==> config.mk <==
export PLATFORM = sky130hd
export DESIGN_NAME = acs_ram
export DESIGN_NICKNAME = d
export VERILOG_FILES = /design/src/acs_ram.sv
export SDC_FILE = /design/constraint.sdc
export NUM_CORES = 2
export LEC_CHECK = 0
export BUFFER_PORTS_ARGS = -buffer_cell sky130_fd_sc_hd__buf_4
export CORE_UTILIZATION = 30
export DETAILED_ROUTE_END_ITERATION = 7
export SYNTH_ARGS = -nofsm -noshare
export SYNTH_HDL_FRONTEND = slang
export SYNTH_SLANG_ARGS = --single-unit
==> constraint.sdc <==
create_clock -name i_clk -period 2.95 [get_ports i_clk]
set_clock_uncertainty 0.05 [all_clocks]
set_input_delay 0.59 -clock i_clk [delete_from_list [all_inputs] [get_ports i_clk]]
set_output_delay 0.59 -clock i_clk [all_outputs]
set_load 0.01 [all_outputs]
==> src/acs_ram.sv <==
`default_nettype none

module acs_ram #(
    parameter int               DEPTH     = 256,
    parameter int               WIDTH     = 8,
    parameter logic [WIDTH-1:0] RESET_VAL = '0,
    localparam int              AW        = $clog2(DEPTH)
) (
    input  logic             i_clk,
    input  logic             i_rst_n,
    input  logic             i_clear,
    input  logic             i_we,
    input  logic [AW-1:0]    i_waddr,
    input  logic [WIDTH-1:0] i_wdata,
    input  logic [AW-1:0]    i_raddr,
    output logic [WIDTH-1:0] o_rdata
);

    logic [WIDTH-1:0] r_mem [DEPTH];
    logic [DEPTH-1:0] r_valid;
    logic [WIDTH-1:0] r_rdata;
    logic             r_rvalid;

    // Track written entries; unwritten ones read as the reset value
    always_ff @(posedge i_clk) begin
        if (!i_rst_n || i_clear) begin
            r_valid <= '0;
        end else if (i_we) begin
            r_valid[i_waddr] <= 1'b1;
        end
    end

    // Write port
    always_ff @(posedge i_clk) begin
        if (i_we) begin
            r_mem[i_waddr] <= i_wdata;
        end
    end

    // Registered read port
    always_ff @(posedge i_clk) begin
        r_rdata  <= r_mem[i_raddr];
        r_rvalid <= r_valid[i_raddr];
    end

    assign o_rdata = r_rvalid ? r_rdata : RESET_VAL;

endmodule

`default_nettype wire

==> out/results.txt <==
A synthesized cell averages 18.9 um2. The tools report the max-slew violation total from the final report as 0. The worst setup path is of the reg -> out kind. For the pin with the worst max-slew slack, the measured transition is 1.05 ns. Clock-pin slew was measured on the worst setup and hold paths at 0.06 ns.

After technology mapping, the gate count stands at 4701. For this run, the slowest stage of the critical path takes 0.59 ns. The placeable core region is 294000 um2, and the estimated wirelength of the detail-placed design is 152 mm. For this design, the slowest cell found on the critical path is dfxtp_1. The largest delay contributor family on the critical path was flip-flops. The nature of the critical path endpoint was a primary output. The number of different library cells used by synthesis comes to 51.

The tools report the highest clock frequency the design can meet as 363 MHz. At the worst endpoint, the required time is 2.31 ns. Before antenna repair, the detailed router went through 8 iterations. The die extent in x was 546 um; the total power consumption of the routed design was 69.2 mW. The number of gates on the worst path with buffers counted was 2; the proportion of synthesized chip area in sequential cells was 0.753. Async set-reset flop share out of synthesis: 0. The die is 546 um tall.

The run gives 199 as the number of standard-cell rows in the floorplan. The tool flagged a number of max-cap violations equal to 0. Counting along the longest clock path gives a buffer depth of 3. The total die area was 298000 um2; the initial antenna violation count was 6. The run gives 2313 as the number of clock sinks seen by CTS.

Entering global routing, the biggest net connects 101 pins. The count of nets left with antenna violations once routing finished came out at 0. Leakage component of the power: 34.4 nW. TritonCTS built the clock tree. Setup repair after global routing left no endpoint under its margin. The global-route usage over all layers is 0.156, and the number of remaining DRC errors is 8. The critical path goes through and2_1 -> buf_4. After the last flow step, the layout net total stands at 5386.

The cell type with the highest aggregate area in the netlist is edfxtp_1. The setup slack at placement came out at -0.892 ns. The tools report the leftover overflow at the end of global routing as 0.

After synthesis, the cell types taking the most area are edfxtp_1 (69%), mux4_2 (12%), dfxtp_1 (6.0%). The max-slew headroom at the worst pin is 0.298, and the data arrival at the endpoint of the critical path is 2.11 ns. The total buffers and inverters traversed by the critical path is 1, and the post-synthesis net count is 4729. For the final number of setup-violating endpoints, the log shows 0.

The flow ran to the end, but the final reports show violations. The clock reaches the later pin of the worst-skew pair after 0.86 ns. The most repeated cell in the gate-level netlist after synthesis is edfxtp_1.

Across all layers, the routed design uses 47800 vias. The count of synthesis-stage warnings from yosys came out at 0. The final estimated routing congestion in global placement was 0.883; the cell count of the worst hold path was 1. The tools report the post-detailed-routing wire length as 237 mm.

The tools report the type of element launching the critical path as a register. The number of enable flip-flop cells after synthesis was 2048. Across the VDD grid, the largest voltage drop is 0.000521 V. Once routing completed, OpenROAD measured the worst setup slack at 0.198 ns. After the first detailed-routing iteration, the DRC count stood at 5011. Area added between synthesis and finish: 20.1%.

The final reports fail on DRC. The final critical path time including I/O delays and setup is 2.75 ns. Proportion of netlist area held by the largest area contributor: 0.693. The path class of the tightest hold or removal check is in -> reg.

The tools report the level count of the clock H-tree as 4. The flop and latch count out of synthesis was 2313. The tools report the final number of hold-violating endpoints as 0. The via count of the first global-routing pass is 48300. The number of input and output port buffers inserted came out at 35. The post-synthesis instance area came out at 88700 um2.

The number of cells on the worst reg-to-reg path is 6. Sorting the synthesized cells by how often they occur yields edfxtp_1 (2048), nor2_1 (732), mux4_2 (479). For this design the ratio of total power to cell area is 649 nW/um2. Starting density of the core: 0.302. The final period utilization was 0.933; the top-level I/O count was 36. The share of post-route cells with drive strength above 1 works out to 0.289. In this run the clock root is driven by a clkbuf_16. The run gives 223 as the number of buffers inserted during clock tree synthesis. The biggest fanout along the worst timing path is 8. Using the TritonRoute via totals, the vias-per-cell ratio works out to 5.04. Top flip-flop cell by instance count after synthesis: edfxtp_1. The run gives 343 mm as the wire length of the first global-routing pass. The wire length per cell came out at 25.0 um.
metrics by stage:
stage | util | std cells | hold slack, ns | instance area [um2] | setup TNS (ns)
5_1_grt | 0.362 | 9478 | 0.0730 | 107000 | 0
4_1_cts | 0.362 | 9477 | 0.0537 | 107000 | 0
3_3_place_gp | 0.336 | 9052 | 0.393 | 98800 | -4.66
3_5_place_dp | 0.336 | 9052 | 0.404 | 98800 | -4.59
2_1_floorplan | - | 4701 | 0.385 | 88700 | 0
6_report | 0.362 | 9481 | 0.118 | 107000 | 0
report_power, final:
group | total, mW | leakage [nW] | internal (mW) | switching [mW]
combinational | 3.70 | 10.1 | 1.43 | 2.26
sequential | 35.7 | 20.5 | 35.7 | 0.0269
clock | 29.8 | 3.78 | 17.5 | 12.2
state kept, by name (all words and copies together), names as in the netlist:
name      count
r_valid     256
r_mem      2048
r_rdata       8
r_rvalid      1
final timing paths:
path                                               from                 endpoint  slack (ns)
worst min register to register  r_valid[2]$_SDFFE_PP0P_  r_valid[2]$_SDFFE_PP0P_        0.41
worst max-delay path                   r_rvalid$_DFF_P_               o_rdata[4]        0.20
worst max register to register   r_mem[61][7]$_DFFE_PP_       r_rdata[7]$_DFF_P_        0.30
worst min-delay path                         i_wdata[1]  r_mem[112][1]$_DFFE_PP_        0.12
area by class of cell:
| type | instances | area (um2) |
|---|---|---|
| flip-flops and latches | 2313 | 66800 |
| clock inverters | 92 | 1240 |
| fillers | 27000 | 187000 |
| well taps | 3919 | 4900 |
| repair buffers | 722 | 6680 |
| inverters | 5 | 18.8 |
| diodes | 4 | 10.0 |
| clock buffers | 333 | 6510 |
| multi-input cells | 2093 | 20400 |
per-layer routing:
| metal | vias to the layer above | part of all wire | track usage |
|---|---|---|---|
| met4 | 2 | 0.028 | 0.0476 |
| li1 | 20300 | - | - |
| met2 | 1794 | 0.48 | 0.257 |
| met1 | 25400 | 0.42 | 0.212 |
| met3 | 353 | 0.067 | 0.0263 |
| met5 | - | 0.000055 | 0 |
cell families (layout without fill, tap and decap cells):
family / count (synthesis) / count (layout) / share of synthesized area
other: 0 / 4 / 0
AND/OR/NAND/NOR: 899 / 899 / 0.0416
buffers and inverters: 295 / 1152 / 0.0179
AO/OA/AOI/OAI: 518 / 518 / 0.0436
flip-flops: 2313 / 2313 / 0.753
multiplexers: 676 / 676 / 0.144
cell usage in the layout, fill, tap and decap left out, types with 11 or more instances in the layout:
| master | synthesis | routed |
|---|---|---|
| edfxtp_1 | 2048 | 2048 |
| nor2_1 | 732 | 730 |
| buf_4 | 28 | 617 |
| mux4_2 | 479 | 479 |
| dfxtp_1 | 265 | 265 |
| clkbuf_16 | 0 | 226 |
| mux2i_1 | 196 | 196 |
| a22oi_1 | 177 | 177 |
| buf_12 | 1 | 95 |
| a21oi_1 | 62 | 62 |
| clkbuf_1 | 167 | 62 |
| clkbuf_8 | 0 | 46 |
| nand2_1 | 45 | 44 |
| o221ai_1 | 41 | 41 |
| a221oi_1 | 34 | 34 |
| clkinv_2 | 0 | 32 |
| a211oi_1 | 31 | 31 |
| o21ba_2 | 30 | 30 |
| o211ai_1 | 27 | 27 |
| o21ai_0 | 26 | 26 |
| bufinv_16 | 0 | 26 |
| nand3_1 | 24 | 24 |
| a22o_1 | 21 | 21 |
| nand4_1 | 19 | 19 |
| o22ai_1 | 18 | 18 |
| o32ai_1 | 18 | 18 |
| a21boi_0 | 18 | 18 |
| nor4_1 | 17 | 16 |
| clkinv_1 | 0 | 12 |
| and2_1 | 13 | 11 |
what timing repair did:
| action | CTS | global route |
|---|---|---|
| setup buffers | 0 | 0 |
| hold buffers | 0 | 0 |
| pin swaps | 0 | 0 |
| gates resized for setup | 1 | 1 |
| endpoints found under the hold margin | 0 | 0 |
| setup endpoints to repair | 1 | 1 |
worst reg2reg max path, delay by kind of cell, from the launching register on:
kind	cells	cell delay, ns
compound gates	1	0.32
buf+inv	1	0.25
flops	1	0.39
mux	1	0.53
simple gates	3	1.02
Note: power is estimated with default switching activity, not from simulation.
