$ cat src/acs_pkg.sv
`default_nettype none

package acs_pkg;

    // Store geometry; addresses fold into the store by modulo depth
    localparam int STORE_DEPTH = 256;
    localparam int ADDR_W      = $clog2(STORE_DEPTH);
    localparam int BYTE_VALS   = 256;

    typedef logic [7:0]        t_byte;
    typedef logic [ADDR_W-1:0] t_addr;
    typedef t_addr [BYTE_VALS-1:0] t_slot_tbl;

    localparam t_byte HALT_FILL = 8'h0F;
    localparam t_byte DIV_ZERO_Q = 8'hFF;

    // Shared add/subtract unit: 9-bit operands, 10-bit result (top bit is carry on add, borrow on subtract)
    localparam int ALU_W = 9;
    typedef logic [ALU_W-1:0] t_alu_in;
    typedef logic [ALU_W:0]   t_alu_out;

    // Shift-add multiply and restoring divide run one bit per cycle
    localparam int ITER_STEPS = 8;
    localparam int CNT_W      = $clog2(ITER_STEPS);

    typedef enum logic [1:0] {
        FUNC_STEP  = 2'd0,
        FUNC_WRITE = 2'd1,
        FUNC_RESET = 2'd2,
        FUNC_NOP   = 2'd3
    } t_func;

    typedef enum logic [3:0] {
        OP_LDM  = 4'd0,
        OP_LDI  = 4'd1,
        OP_STM  = 4'd2,
        OP_ADD  = 4'd3,
        OP_SUB  = 4'd4,
        OP_MUL  = 4'd5,
        OP_DIV  = 4'd6,
        OP_INC  = 4'd7,
        OP_DEC  = 4'd8,
        OP_AND  = 4'd9,
        OP_OR   = 4'd10,
        OP_NOT  = 4'd11,
        OP_JMP  = 4'd12,
        OP_JZ   = 4'd13,
        OP_JNZ  = 4'd14,
        OP_HALT = 4'd15
    } t_opcode;

    // Request from the sequencer to one store
    typedef struct packed {
        logic  clear;
        logic  we;
        t_addr waddr;
        t_byte wdata;
        t_addr raddr;
    } t_ram_req;

    // Byte address to store slot, built at elaboration
    function automatic t_slot_tbl f_slot_tbl();
        t_slot_tbl tbl;
        for (int i = 0; i < BYTE_VALS; i++) begin
            tbl[i] = ADDR_W'(i % STORE_DEPTH);
        end
        return tbl;
    endfunction

    localparam t_slot_tbl SLOT_TBL = f_slot_tbl();

endpackage

`default_nettype wire

$ cat src/acs_if.sv
`default_nettype none

// Command channel: step, program byte write, full reset
interface acs_cmd_if;
    logic       valid;
    logic       ready;
    logic [1:0] func;
    logic [7:0] prog_address;
    logic [7:0] prog_data;

    modport source (output valid, output func, output prog_address, output prog_data,
                    input ready);
    modport sink   (input valid, input func, input prog_address, input prog_data,
                    output ready);
endinterface

// Response channel: processor state after each transaction
interface acs_rsp_if;
    logic       valid;
    logic       ready;
    logic [7:0] pc_value;
    logic [7:0] acc_value;
    logic       carry_flag;
    logic       overflow_flag;
    logic       nonzero_flag;
    logic       halted;
    logic [3:0] executed_opcode;

    modport source (output valid, output pc_value, output acc_value, output carry_flag,
                    output overflow_flag, output nonzero_flag, output halted,
                    output executed_opcode, input ready);
    modport sink   (input valid, input pc_value, input acc_value, input carry_flag,
                    input overflow_flag, input nonzero_flag, input halted,
                    input executed_opcode, output ready);
endinterface

`default_nettype wire

$ cat src/acs_alu.sv
`default_nettype none

module acs_alu import acs_pkg::*; (
    input  t_alu_in  i_x,
    input  t_alu_in  i_y,
    input  logic     i_sub,
    output t_alu_out o_sum
);

    // Add or subtract; top bit is carry on add, borrow on subtract
    always_comb begin
        if (i_sub) begin
            o_sum = {1'b0, i_x} - {1'b0, i_y};
        end else begin
            o_sum = {1'b0, i_x} + {1'b0, i_y};
        end
    end

endmodule

`default_nettype wire

$ cat src/acs_ctrl.sv
`default_nettype none

module acs_ctrl import acs_pkg::*; (
    input  logic     i_clk,
    input  logic     i_rst_n,
    acs_cmd_if.sink   i_cmd,
    acs_rsp_if.source o_rsp,
    output t_ram_req o_prog_req,
    input  t_byte    i_prog_rdata,
    output t_ram_req o_data_req,
    input  t_byte    i_data_rdata
);

    typedef enum logic [6:0] {
        S_IDLE = 7'b0000001,
        S_OPC  = 7'b0000010,
        S_OPD  = 7'b0000100,
        S_MEM  = 7'b0001000,
        S_EXEC = 7'b0010000,
        S_ITER = 7'b0100000,
        S_DONE = 7'b1000000
    } t_state;

    localparam logic [CNT_W-1:0] ITER_LAST = CNT_W'(ITER_STEPS - 1);

    t_state r_state, n_state;
    // Architectural state
    t_byte  r_acc, n_acc;
    t_byte  r_pc, n_pc;
    logic   r_carry, n_carry;
    logic   r_ovf, n_ovf;
    logic   r_nz, n_nz;
    logic   r_halt, n_halt;
    // Working registers for one step
    t_opcode r_opc, n_opc;
    t_byte   r_opd, n_opd;
    t_byte   r_m, n_m;
    t_byte   r_hi, n_hi;
    t_byte   r_lo, n_lo;
    logic [CNT_W-1:0] r_cnt, n_cnt;
    // Output register
    logic    r_out_valid, n_out_valid;
    t_byte   r_out_pc, n_out_pc;
    t_byte   r_out_acc, n_out_acc;
    logic    r_out_carry, n_out_carry;
    logic    r_out_ovf, n_out_ovf;
    logic    r_out_nz, n_out_nz;
    logic    r_out_halt, n_out_halt;
    t_opcode r_out_opc, n_out_opc;

    logic     accept;
    t_byte    pc_inc;
    t_alu_in  alu_x, alu_y;
    logic     alu_sub;
    t_alu_out alu_sum;

    assign i_cmd.ready = (r_state == S_IDLE);
    assign accept      = i_cmd.valid && i_cmd.ready;
    assign pc_inc      = r_pc + 8'd1;

    // Select operands of the shared adder
    always_comb begin
        alu_x   = {1'b0, r_acc};
        alu_y   = {1'b0, r_m};
        alu_sub = 1'b0;
        if (r_state == S_ITER) begin
            if (r_opc == OP_MUL) begin
                alu_x = {1'b0, r_hi};
                alu_y = r_lo[0] ? {1'b0, r_m} : '0;
            end else begin
                alu_x   = {r_hi, r_lo[7]};
                alu_sub = 1'b1;
            end
        end else begin
            unique case (r_opc)
                OP_SUB: alu_sub = 1'b1;
                OP_INC: alu_y = ALU_W'(1);
                OP_DEC: begin
                    alu_y   = ALU_W'(1);
                    alu_sub = 1'b1;
                end
                default: ;
            endcase
        end
    end

    acs_alu u_alu (
        .i_x   (alu_x),
        .i_y   (alu_y),
        .i_sub (alu_sub),
        .o_sum (alu_sum)
    );

    // Sequencer and datapath
    always_comb begin
        n_state     = r_state;
        n_acc       = r_acc;
        n_pc        = r_pc;
        n_carry     = r_carry;
        n_ovf       = r_ovf;
        n_nz        = r_nz;
        n_halt      = r_halt;
        n_opc       = r_opc;
        n_opd       = r_opd;
        n_m         = r_m;
        n_hi        = r_hi;
        n_lo        = r_lo;
        n_cnt       = r_cnt;
        n_out_valid = r_out_valid;
        n_out_pc    = r_out_pc;
        n_out_acc   = r_out_acc;
        n_out_carry = r_out_carry;
        n_out_ovf   = r_out_ovf;
        n_out_nz    = r_out_nz;
        n_out_halt  = r_out_halt;
        n_out_opc   = r_out_opc;

        o_prog_req       = '0;
        o_prog_req.raddr = SLOT_TBL[r_pc];
        o_data_req       = '0;
        o_data_req.raddr = SLOT_TBL[i_prog_rdata];

        // Drop the output transaction once taken
        if (r_out_valid && o_rsp.ready) begin
            n_out_valid = 1'b0;
        end

        unique case (r_state)
            S_IDLE: begin
                if (accept) begin
                    n_opc   = OP_LDM;
                    n_state = S_DONE;
                    unique case (t_func'(i_cmd.func))
                        FUNC_STEP: n_state = S_OPC;
                        FUNC_WRITE: begin
                            o_prog_req.we    = 1'b1;
                            o_prog_req.waddr = SLOT_TBL[i_cmd.prog_address];
                            o_prog_req.wdata = i_cmd.prog_data;
                        end
                        FUNC_RESET: begin
                            o_prog_req.clear = 1'b1;
                            o_data_req.clear = 1'b1;
                            n_acc   = '0;
                            n_pc    = '0;
                            n_carry = 1'b0;
                            n_ovf   = 1'b0;
                            n_nz    = 1'b0;
                            n_halt  = 1'b0;
                        end
                        default: ;
                    endcase
                end
            end
            S_OPC: begin
                // Opcode byte arrived; fetch operand
                n_opc            = t_opcode'(i_prog_rdata[3:0]);
                o_prog_req.raddr = SLOT_TBL[pc_inc];
                n_pc             = pc_inc;
                n_state          = S_OPD;
            end
            S_OPD: begin
                // Operand arrived; read data store at operand
                n_opd   = i_prog_rdata;
                n_pc    = pc_inc;
                n_state = S_MEM;
            end
            S_MEM: begin
                n_m     = i_data_rdata;
                n_state = S_EXEC;
            end
            S_EXEC: begin
                n_state = S_DONE;
                if (r_opc != OP_HALT) begin
                    n_carry = 1'b0;
                    n_ovf   = 1'b0;
                end
                unique case (r_opc) inside
                    OP_LDM: n_acc = r_m;
                    OP_LDI: n_acc = r_opd;
                    OP_STM: begin
                        o_data_req.we    = 1'b1;
                        o_data_req.waddr = SLOT_TBL[r_opd];
                        o_data_req.wdata = r_acc;
                    end
                    OP_ADD, OP_INC: begin
                        n_acc   = alu_sum[7:0];
                        n_carry = alu_sum[8];
                    end
                    OP_SUB, OP_DEC: begin
                        n_acc = alu_sum[7:0];
                        n_ovf = alu_sum[ALU_W];
                    end
                    OP_MUL, OP_DIV: begin
                        if (r_opc == OP_DIV && r_m == '0) begin
                            n_acc = DIV_ZERO_Q;
                        end else begin
                            n_hi    = '0;
                            n_lo    = r_acc;
                            n_cnt   = '0;
                            n_state = S_ITER;
                        end
                    end
                    OP_AND: n_acc = r_acc & r_m;
                    OP_OR:  n_acc = r_acc | r_m;
                    OP_NOT: n_acc = ~r_m;
                    OP_JMP: n_pc = r_opd;
                    OP_JZ: begin
                        if (!r_nz) begin
                            n_pc = r_opd;
                        end
                    end
                    OP_JNZ: begin
                        if (r_nz) begin
                            n_pc = r_opd;
                        end
                    end
                    OP_HALT: begin
                        n_pc   = r_pc - 8'd2;
                        n_halt = 1'b1;
                    end
                    default: ;
                endcase
                n_nz = (n_acc != '0);
            end
            S_ITER: begin
                // One bit of multiply or divide per cycle
                if (r_opc == OP_MUL) begin
                    n_hi = alu_sum[8:1];
                    n_lo = {alu_sum[0], r_lo[7:1]};
                end else if (!alu_sum[ALU_W]) begin
                    n_hi = alu_sum[7:0];
                    n_lo = {r_lo[6:0], 1'b1};
                end else begin
                    n_hi = {r_hi[6:0], r_lo[7]};
                    n_lo = {r_lo[6:0], 1'b0};
                end
                n_cnt = r_cnt + 1'b1;
                if (r_cnt == ITER_LAST) begin
                    n_acc = n_lo;
                    if (r_opc == OP_MUL) begin
                        n_ovf = (n_hi != '0);
                    end
                    n_nz    = (n_lo != '0);
                    n_state = S_DONE;
                end
            end
            S_DONE: begin
                // Hold until the output register is free
                if (!r_out_valid || o_rsp.ready) begin
                    n_out_valid = 1'b1;
                    n_out_pc    = r_pc;
                    n_out_acc   = r_acc;
                    n_out_carry = r_carry;
                    n_out_ovf   = r_ovf;
                    n_out_nz    = r_nz;
                    n_out_halt  = r_halt;
                    n_out_opc   = r_opc;
                    n_state     = S_IDLE;
                end
            end
            default: n_state = S_IDLE;
        endcase
    end

    // Control and architectural registers
    always_ff @(posedge i_clk) begin
        if (!i_rst_n) begin
            r_state     <= S_IDLE;
            r_out_valid <= 1'b0;
            r_acc       <= '0;
            r_pc        <= '0;
            r_carry     <= 1'b0;
            r_ovf       <= 1'b0;
            r_nz        <= 1'b0;
            r_halt      <= 1'b0;
        end else begin
            r_state     <= n_state;
            r_out_valid <= n_out_valid;
            r_acc       <= n_acc;
            r_pc        <= n_pc;
            r_carry     <= n_carry;
            r_ovf       <= n_ovf;
            r_nz        <= n_nz;
            r_halt      <= n_halt;
        end
    end

    // Working and output payload registers
    always_ff @(posedge i_clk) begin
        r_opc       <= n_opc;
        r_opd       <= n_opd;
        r_m         <= n_m;
        r_hi        <= n_hi;
        r_lo        <= n_lo;
        r_cnt       <= n_cnt;
        r_out_pc    <= n_out_pc;
        r_out_acc   <= n_out_acc;
        r_out_carry <= n_out_carry;
        r_out_ovf   <= n_out_ovf;
        r_out_nz    <= n_out_nz;
        r_out_halt  <= n_out_halt;
        r_out_opc   <= n_out_opc;
    end

    assign o_rsp.valid           = r_out_valid;
    assign o_rsp.pc_value        = r_out_pc;
    assign o_rsp.acc_value       = r_out_acc;
    assign o_rsp.carry_flag      = r_out_carry;
    assign o_rsp.overflow_flag   = r_out_ovf;
    assign o_rsp.nonzero_flag    = r_out_nz;
    assign o_rsp.halted          = r_out_halt;
    assign o_rsp.executed_opcode = r_out_opc;

endmodule

`default_nettype wire

$ cat src/flat_wrapper.sv
// flat-port wrapper written by rule: the top's interface ports become plain ports
module acs_ctrl_flat import acs_pkg::*;
  (i_clk, i_rst_n, o_prog_req, i_prog_rdata, o_data_req, i_data_rdata, i_cmd_valid, i_cmd_func, i_cmd_prog_address, i_cmd_prog_data, i_cmd_ready, o_rsp_valid, o_rsp_pc_value, o_rsp_acc_value, o_rsp_carry_flag, o_rsp_overflow_flag, o_rsp_nonzero_flag, o_rsp_halted, o_rsp_executed_opcode, o_rsp_ready);
  acs_cmd_if i_cmd_i ();
  acs_rsp_if o_rsp_i ();
  input  logic i_clk;
  input  logic i_rst_n;
  output t_ram_req o_prog_req;
  input  t_byte i_prog_rdata;
  output t_ram_req o_data_req;
  input  t_byte i_data_rdata;
  input wire logic [$bits(i_cmd_i.valid)-1:0] i_cmd_valid;
  input wire logic [$bits(i_cmd_i.func)-1:0] i_cmd_func;
  input wire logic [$bits(i_cmd_i.prog_address)-1:0] i_cmd_prog_address;
  input wire logic [$bits(i_cmd_i.prog_data)-1:0] i_cmd_prog_data;
  output wire logic [$bits(i_cmd_i.ready)-1:0] i_cmd_ready;
  output wire logic [$bits(o_rsp_i.valid)-1:0] o_rsp_valid;
  output wire logic [$bits(o_rsp_i.pc_value)-1:0] o_rsp_pc_value;
  output wire logic [$bits(o_rsp_i.acc_value)-1:0] o_rsp_acc_value;
  output wire logic [$bits(o_rsp_i.carry_flag)-1:0] o_rsp_carry_flag;
  output wire logic [$bits(o_rsp_i.overflow_flag)-1:0] o_rsp_overflow_flag;
  output wire logic [$bits(o_rsp_i.nonzero_flag)-1:0] o_rsp_nonzero_flag;
  output wire logic [$bits(o_rsp_i.halted)-1:0] o_rsp_halted;
  output wire logic [$bits(o_rsp_i.executed_opcode)-1:0] o_rsp_executed_opcode;
  input wire logic [$bits(o_rsp_i.ready)-1:0] o_rsp_ready;
  assign i_cmd_i.valid = i_cmd_valid;
  assign i_cmd_i.func = i_cmd_func;
  assign i_cmd_i.prog_address = i_cmd_prog_address;
  assign i_cmd_i.prog_data = i_cmd_prog_data;
  assign i_cmd_ready = i_cmd_i.ready;
  assign o_rsp_valid = o_rsp_i.valid;
  assign o_rsp_pc_value = o_rsp_i.pc_value;
  assign o_rsp_acc_value = o_rsp_i.acc_value;
  assign o_rsp_carry_flag = o_rsp_i.carry_flag;
  assign o_rsp_overflow_flag = o_rsp_i.overflow_flag;
  assign o_rsp_nonzero_flag = o_rsp_i.nonzero_flag;
  assign o_rsp_halted = o_rsp_i.halted;
  assign o_rsp_executed_opcode = o_rsp_i.executed_opcode;
  assign o_rsp_i.ready = o_rsp_ready;
  acs_ctrl u_core (.i_clk(i_clk), .i_rst_n(i_rst_n), .i_cmd(i_cmd_i), .o_rsp(o_rsp_i), .o_prog_req(o_prog_req), .i_prog_rdata(i_prog_rdata), .o_data_req(o_data_req), .i_data_rdata(i_data_rdata));
endmodule
$ cat config.mk
export PLATFORM = sky130hd
export DESIGN_NAME = acs_ctrl_flat
export DESIGN_NICKNAME = d
export VERILOG_FILES = /design/src/acs_pkg.sv /design/src/acs_if.sv /design/src/acs_alu.sv /design/src/acs_ctrl.sv /design/src/flat_wrapper.sv
export SDC_FILE = /design/constraint.sdc
export NUM_CORES = 1
export LEC_CHECK = 0
export BUFFER_PORTS_ARGS = -buffer_cell sky130_fd_sc_hd__buf_2
export CELL_PAD_IN_SITES_DETAIL_PLACEMENT = 0
export CELL_PAD_IN_SITES_GLOBAL_PLACEMENT = 1
export CORE_ASPECT_RATIO = 1.5
export CORE_MARGIN = 4
export CORE_UTILIZATION = 41
export DETAILED_ROUTE_END_ITERATION = 7
export PLACE_DENSITY = 0.89
export SLEW_MARGIN = 10
export SYNTH_ARGS = -nofsm -noshare
export SYNTH_HDL_FRONTEND = slang
export SYNTH_SLANG_ARGS = --single-unit
$ cat constraint.sdc
create_clock -name i_clk -period 5.1 [get_ports i_clk]
set_input_delay 1.53 -clock i_clk [delete_from_list [all_inputs] [get_ports i_clk]]
set_output_delay 1.53 -clock i_clk [all_outputs]
set_load 0.05 [all_outputs]
==> impl_metrics.yaml <==
run_status:
  outcome: "completed"
setup_path:
  r2r_cells: 19
  cp_slowest_cell: "o211ai_1"
  cp.arrival_ps: 4990
  rrSetupSlack_ps: 410
  cpMostUsedCell: "o211ai_1"
  path_delay_family: "compound AO/OA/AOI/OAI gates"
  reg2reg_from: "u_core.r_state[1]"
  endpoint: "u_core.r_ovf"
  worst_path_largest_cell_delay_ps: 640
  setup.worst_path.start_class: "flop"
  path_buf_inv: 0
  path_max_fanout: 13
  path_cells: "nor3_4, nand4b_1, or3_1, a21boi_1, nand2_1, ha_1, a21oi_1, a31oi_1, o21ai_0, ha_1, o211ai_1, o21ai_0, o21bai_1, o211ai_1, nand2_1, a311o_1, o211ai_1, nor3_2, a21oi_1"
  worst-path-stages: 19
  end_kind: "flop"
  cp.required_ps: 5400
  worst-setup-path-type: "flop to flop"
  crit_start: "u_core.r_state[1]"
  r2r_end: "u_core.r_ovf"
grt:
  globalRouteOverflowTotal: 0
  grt_antenna_before_repair: 0
  grt_pass1_wl_microns: 29500
  grt_start_max_net_pins: 32
  grt_usage_pct: 21.2
  first_global_vias: 5717
synth:
  synth-edff-count: 63
  async_flop_share_pct: 0
  syn_avg_cell_area_sq_um: 8.99
  syn-cell-area_sq_um: 6380
  synth.distinct_cells: 71
  syn_nets: 766
  synth-main-ff-cell: "edfxtp_1"
  synth_cells: 710
  yosysWarnings: 0
  synth_seq_cells: 107
  ys_seq_area_share_pct: 43.4
die:
  num_rows: 55
  die_y_microns: 161
  dieArea_sq_um: 17700
  start_util_pct: 42.0
  io_pins: 116
  chipWidth_microns: 110
  core_region_area_sq_um: 15200
timing:
  slew_violations: 0
  relSlewSlack_pct: 41.1
  finalHoldViolCount: 0
  period_needed_ps: 4690
  skew_ps: 10.0
  finalCritPeriodShare_pct: 92.0
  setup_tns_ps: 0
  fmax_ghz: 0.213
  tightest_slew_ps: 881
  finalSetupViolCount: 0
  rsz0062_at_grt: "no"
cells_and_area:
  num_antenna_cells: 0
  drive_gt1_share_pct: 21.0
  final_common_cell: "buf_2"
  fillers: 1466
  postLayoutCoreUtil_pct: 48.6
  nets: 860
  syn2layout_area_growth_pct: 15.8
  layout_common_cells: "buf_2, nand2_1, nor2_1, edfxtp_1, a21oi_1"
placed_design:
  dp_hpwl_microns: 14100
  io_buffers: 115
  place.gp.congestion: 0.927
pwr:
  leakage_uw: 0.00305
  seqPwrFrac_pct: 43.3
  power_density_nw_per_um2: 306
  intPower_uw: 1490
  switchingPower_uw: 772
  power.share.combinational_pct: 25.3
  pwr-share-clk_pct: 31.4
  ir_worst_vdd_mv: 0.163
  p_sw_share_pct: 34.1
clocking:
  cts_made_buffers: 9
  clk_pin_slew_ps: 80
  clock_latency_ps: 360
  clkSinkCount: 107
  cts_root_buf: "clkbuf_16"
  cts_setup_buffers: 0
  cts_buffer_depth: 2
  cts_tree: "yes"
  htreeDepth: 3
  post_cts_resized: 0
  hold_buffers: 0
drt:
  drc_errors: 0
  vias: 5821
  wl_per_cell_microns: 18.4
  ant_nets: 0
  vias_per_cell: 5.77
  drt_wl_total_microns: 18500
  drtPass1Iterations: 5
  drtIter0Drc: 367
min_path:
  min_path_type: "flop to flop"
  hold_path_depth: 0
run:
  cap_violations: 0
-- how the worst min path moves through the flow --
stage	from	to
after global placement	u_core.r_halt	u_core.o_rsp.halted
after global routing	u_core.r_halt	u_core.o_rsp.halted
after floorplan	u_core.r_carry	u_core.o_rsp.carry_flag
after detailed placement	u_core.r_halt	u_core.o_rsp.halted
after CTS	u_core.r_halt	u_core.o_rsp.halted
final	u_core.r_halt	u_core.o_rsp.halted
-- worst register-to-register path: cells and delay by family (launching register included) --
family | cells | cell delay (ps)
flops | 1 | 370
simple gates | 6 | 1390
fa+ha+maj | 2 | 580
compound gates | 11 | 2300
-- kinds of logic (layout without fill, tap and decap cells) --
family / Yosys count / count (layout) / share of synthesized area (%)
compound gates: 210 / 210 / 21.3
xor+xnor: 16 / 16 / 2.19
fa+ha+maj: 18 / 18 / 3.64
buf+inv: 54 / 153 / 4.06
flops: 107 / 107 / 43.4
mux: 17 / 17 / 2.84
simple gates: 288 / 288 / 22.5
-- stage by stage --
| stage | cells | total power (uW) | hold slack, ps | setup WS [ps] | cell area, sq um |
|---|---|---|---|---|---|
| 2_1_floorplan | 710 | 1430 | 402 | 679 | 6380 |
| 3_3_place_gp | 992 | 1560 | 419 | 575 | 7090 |
| 3_5_place_dp | 992 | 1560 | 422 | 485 | 7090 |
| 4_1_cts | 1008 | 2270 | 443 | 448 | 7400 |
| 5_1_grt | 1008 | 2370 | 447 | 56.0 | 7400 |
| 6_report | 1008 | 2260 | 442 | 408 | 7400 |
-- synth_stat cells (7+ instances only) --
cell type,count,area share (%)
mux2_2,9,1.6
clkbuf_1,24,1.4
buf_4,10,1.2
xor2_1,7,0.96
a31oi_1,21,2.1
buf_2,8,0.63
inv_1,7,0.41
nand2b_1,9,0.88
nand2_1,85,5.0
a21o_1,7,0.82
mux2i_1,8,1.3
o221ai_1,8,1.1
and2_1,39,3.8
a211oi_1,9,1.1
nand3_1,8,0.63
o211ai_1,11,1.3
o21ai_0,48,3.8
and3_1,11,1.1
edfxtp_1,63,30
nor2_1,78,4.6
dfxtp_1,44,14
a21oi_1,56,4.4
xnor2_1,9,1.2
ha_1,17,3.3
nor2b_1,12,1.2
nor3_1,15,1.2
-- per-layer routing --
layer  wire length (microns)  vias to the layer above  GRT usage, %
met5                       0                        -             0
met4                     890                        0          9.76
met3                    1080                       66          3.90
met2                    9480                      241          36.9
met1                    7080                     2726          24.8
li1                        -                     2788             -
-- power groups by stage --
stage | Clock, uW | Sequential, uW | Combinational, uW
after CTS | 720 | 979 | 569
after detailed placement | 0 | 998 | 566
after global placement | 0 | 998 | 565
after floorplan | 0 | 1000 | 422
after global routing | 761 | 983 | 625
final | 711 | 979 | 572
-- area by class of cell --
| cell class | instances | area (sq um) | share of cell area, % |
|---|---|---|---|
| tap | 199 | 249 | 3.37 |
| multi-input combinational | 549 | 3360 | 45.4 |
| inverter | 7 | 26.3 | 0.355 |
| clock inverter | 7 | 78.8 | 1.07 |
| clock buffer | 9 | 225 | 3.05 |
| sequential | 107 | 2770 | 37.5 |
| timing repair buffer | 130 | 688 | 9.30 |
(Power assumes the default switching activity.)
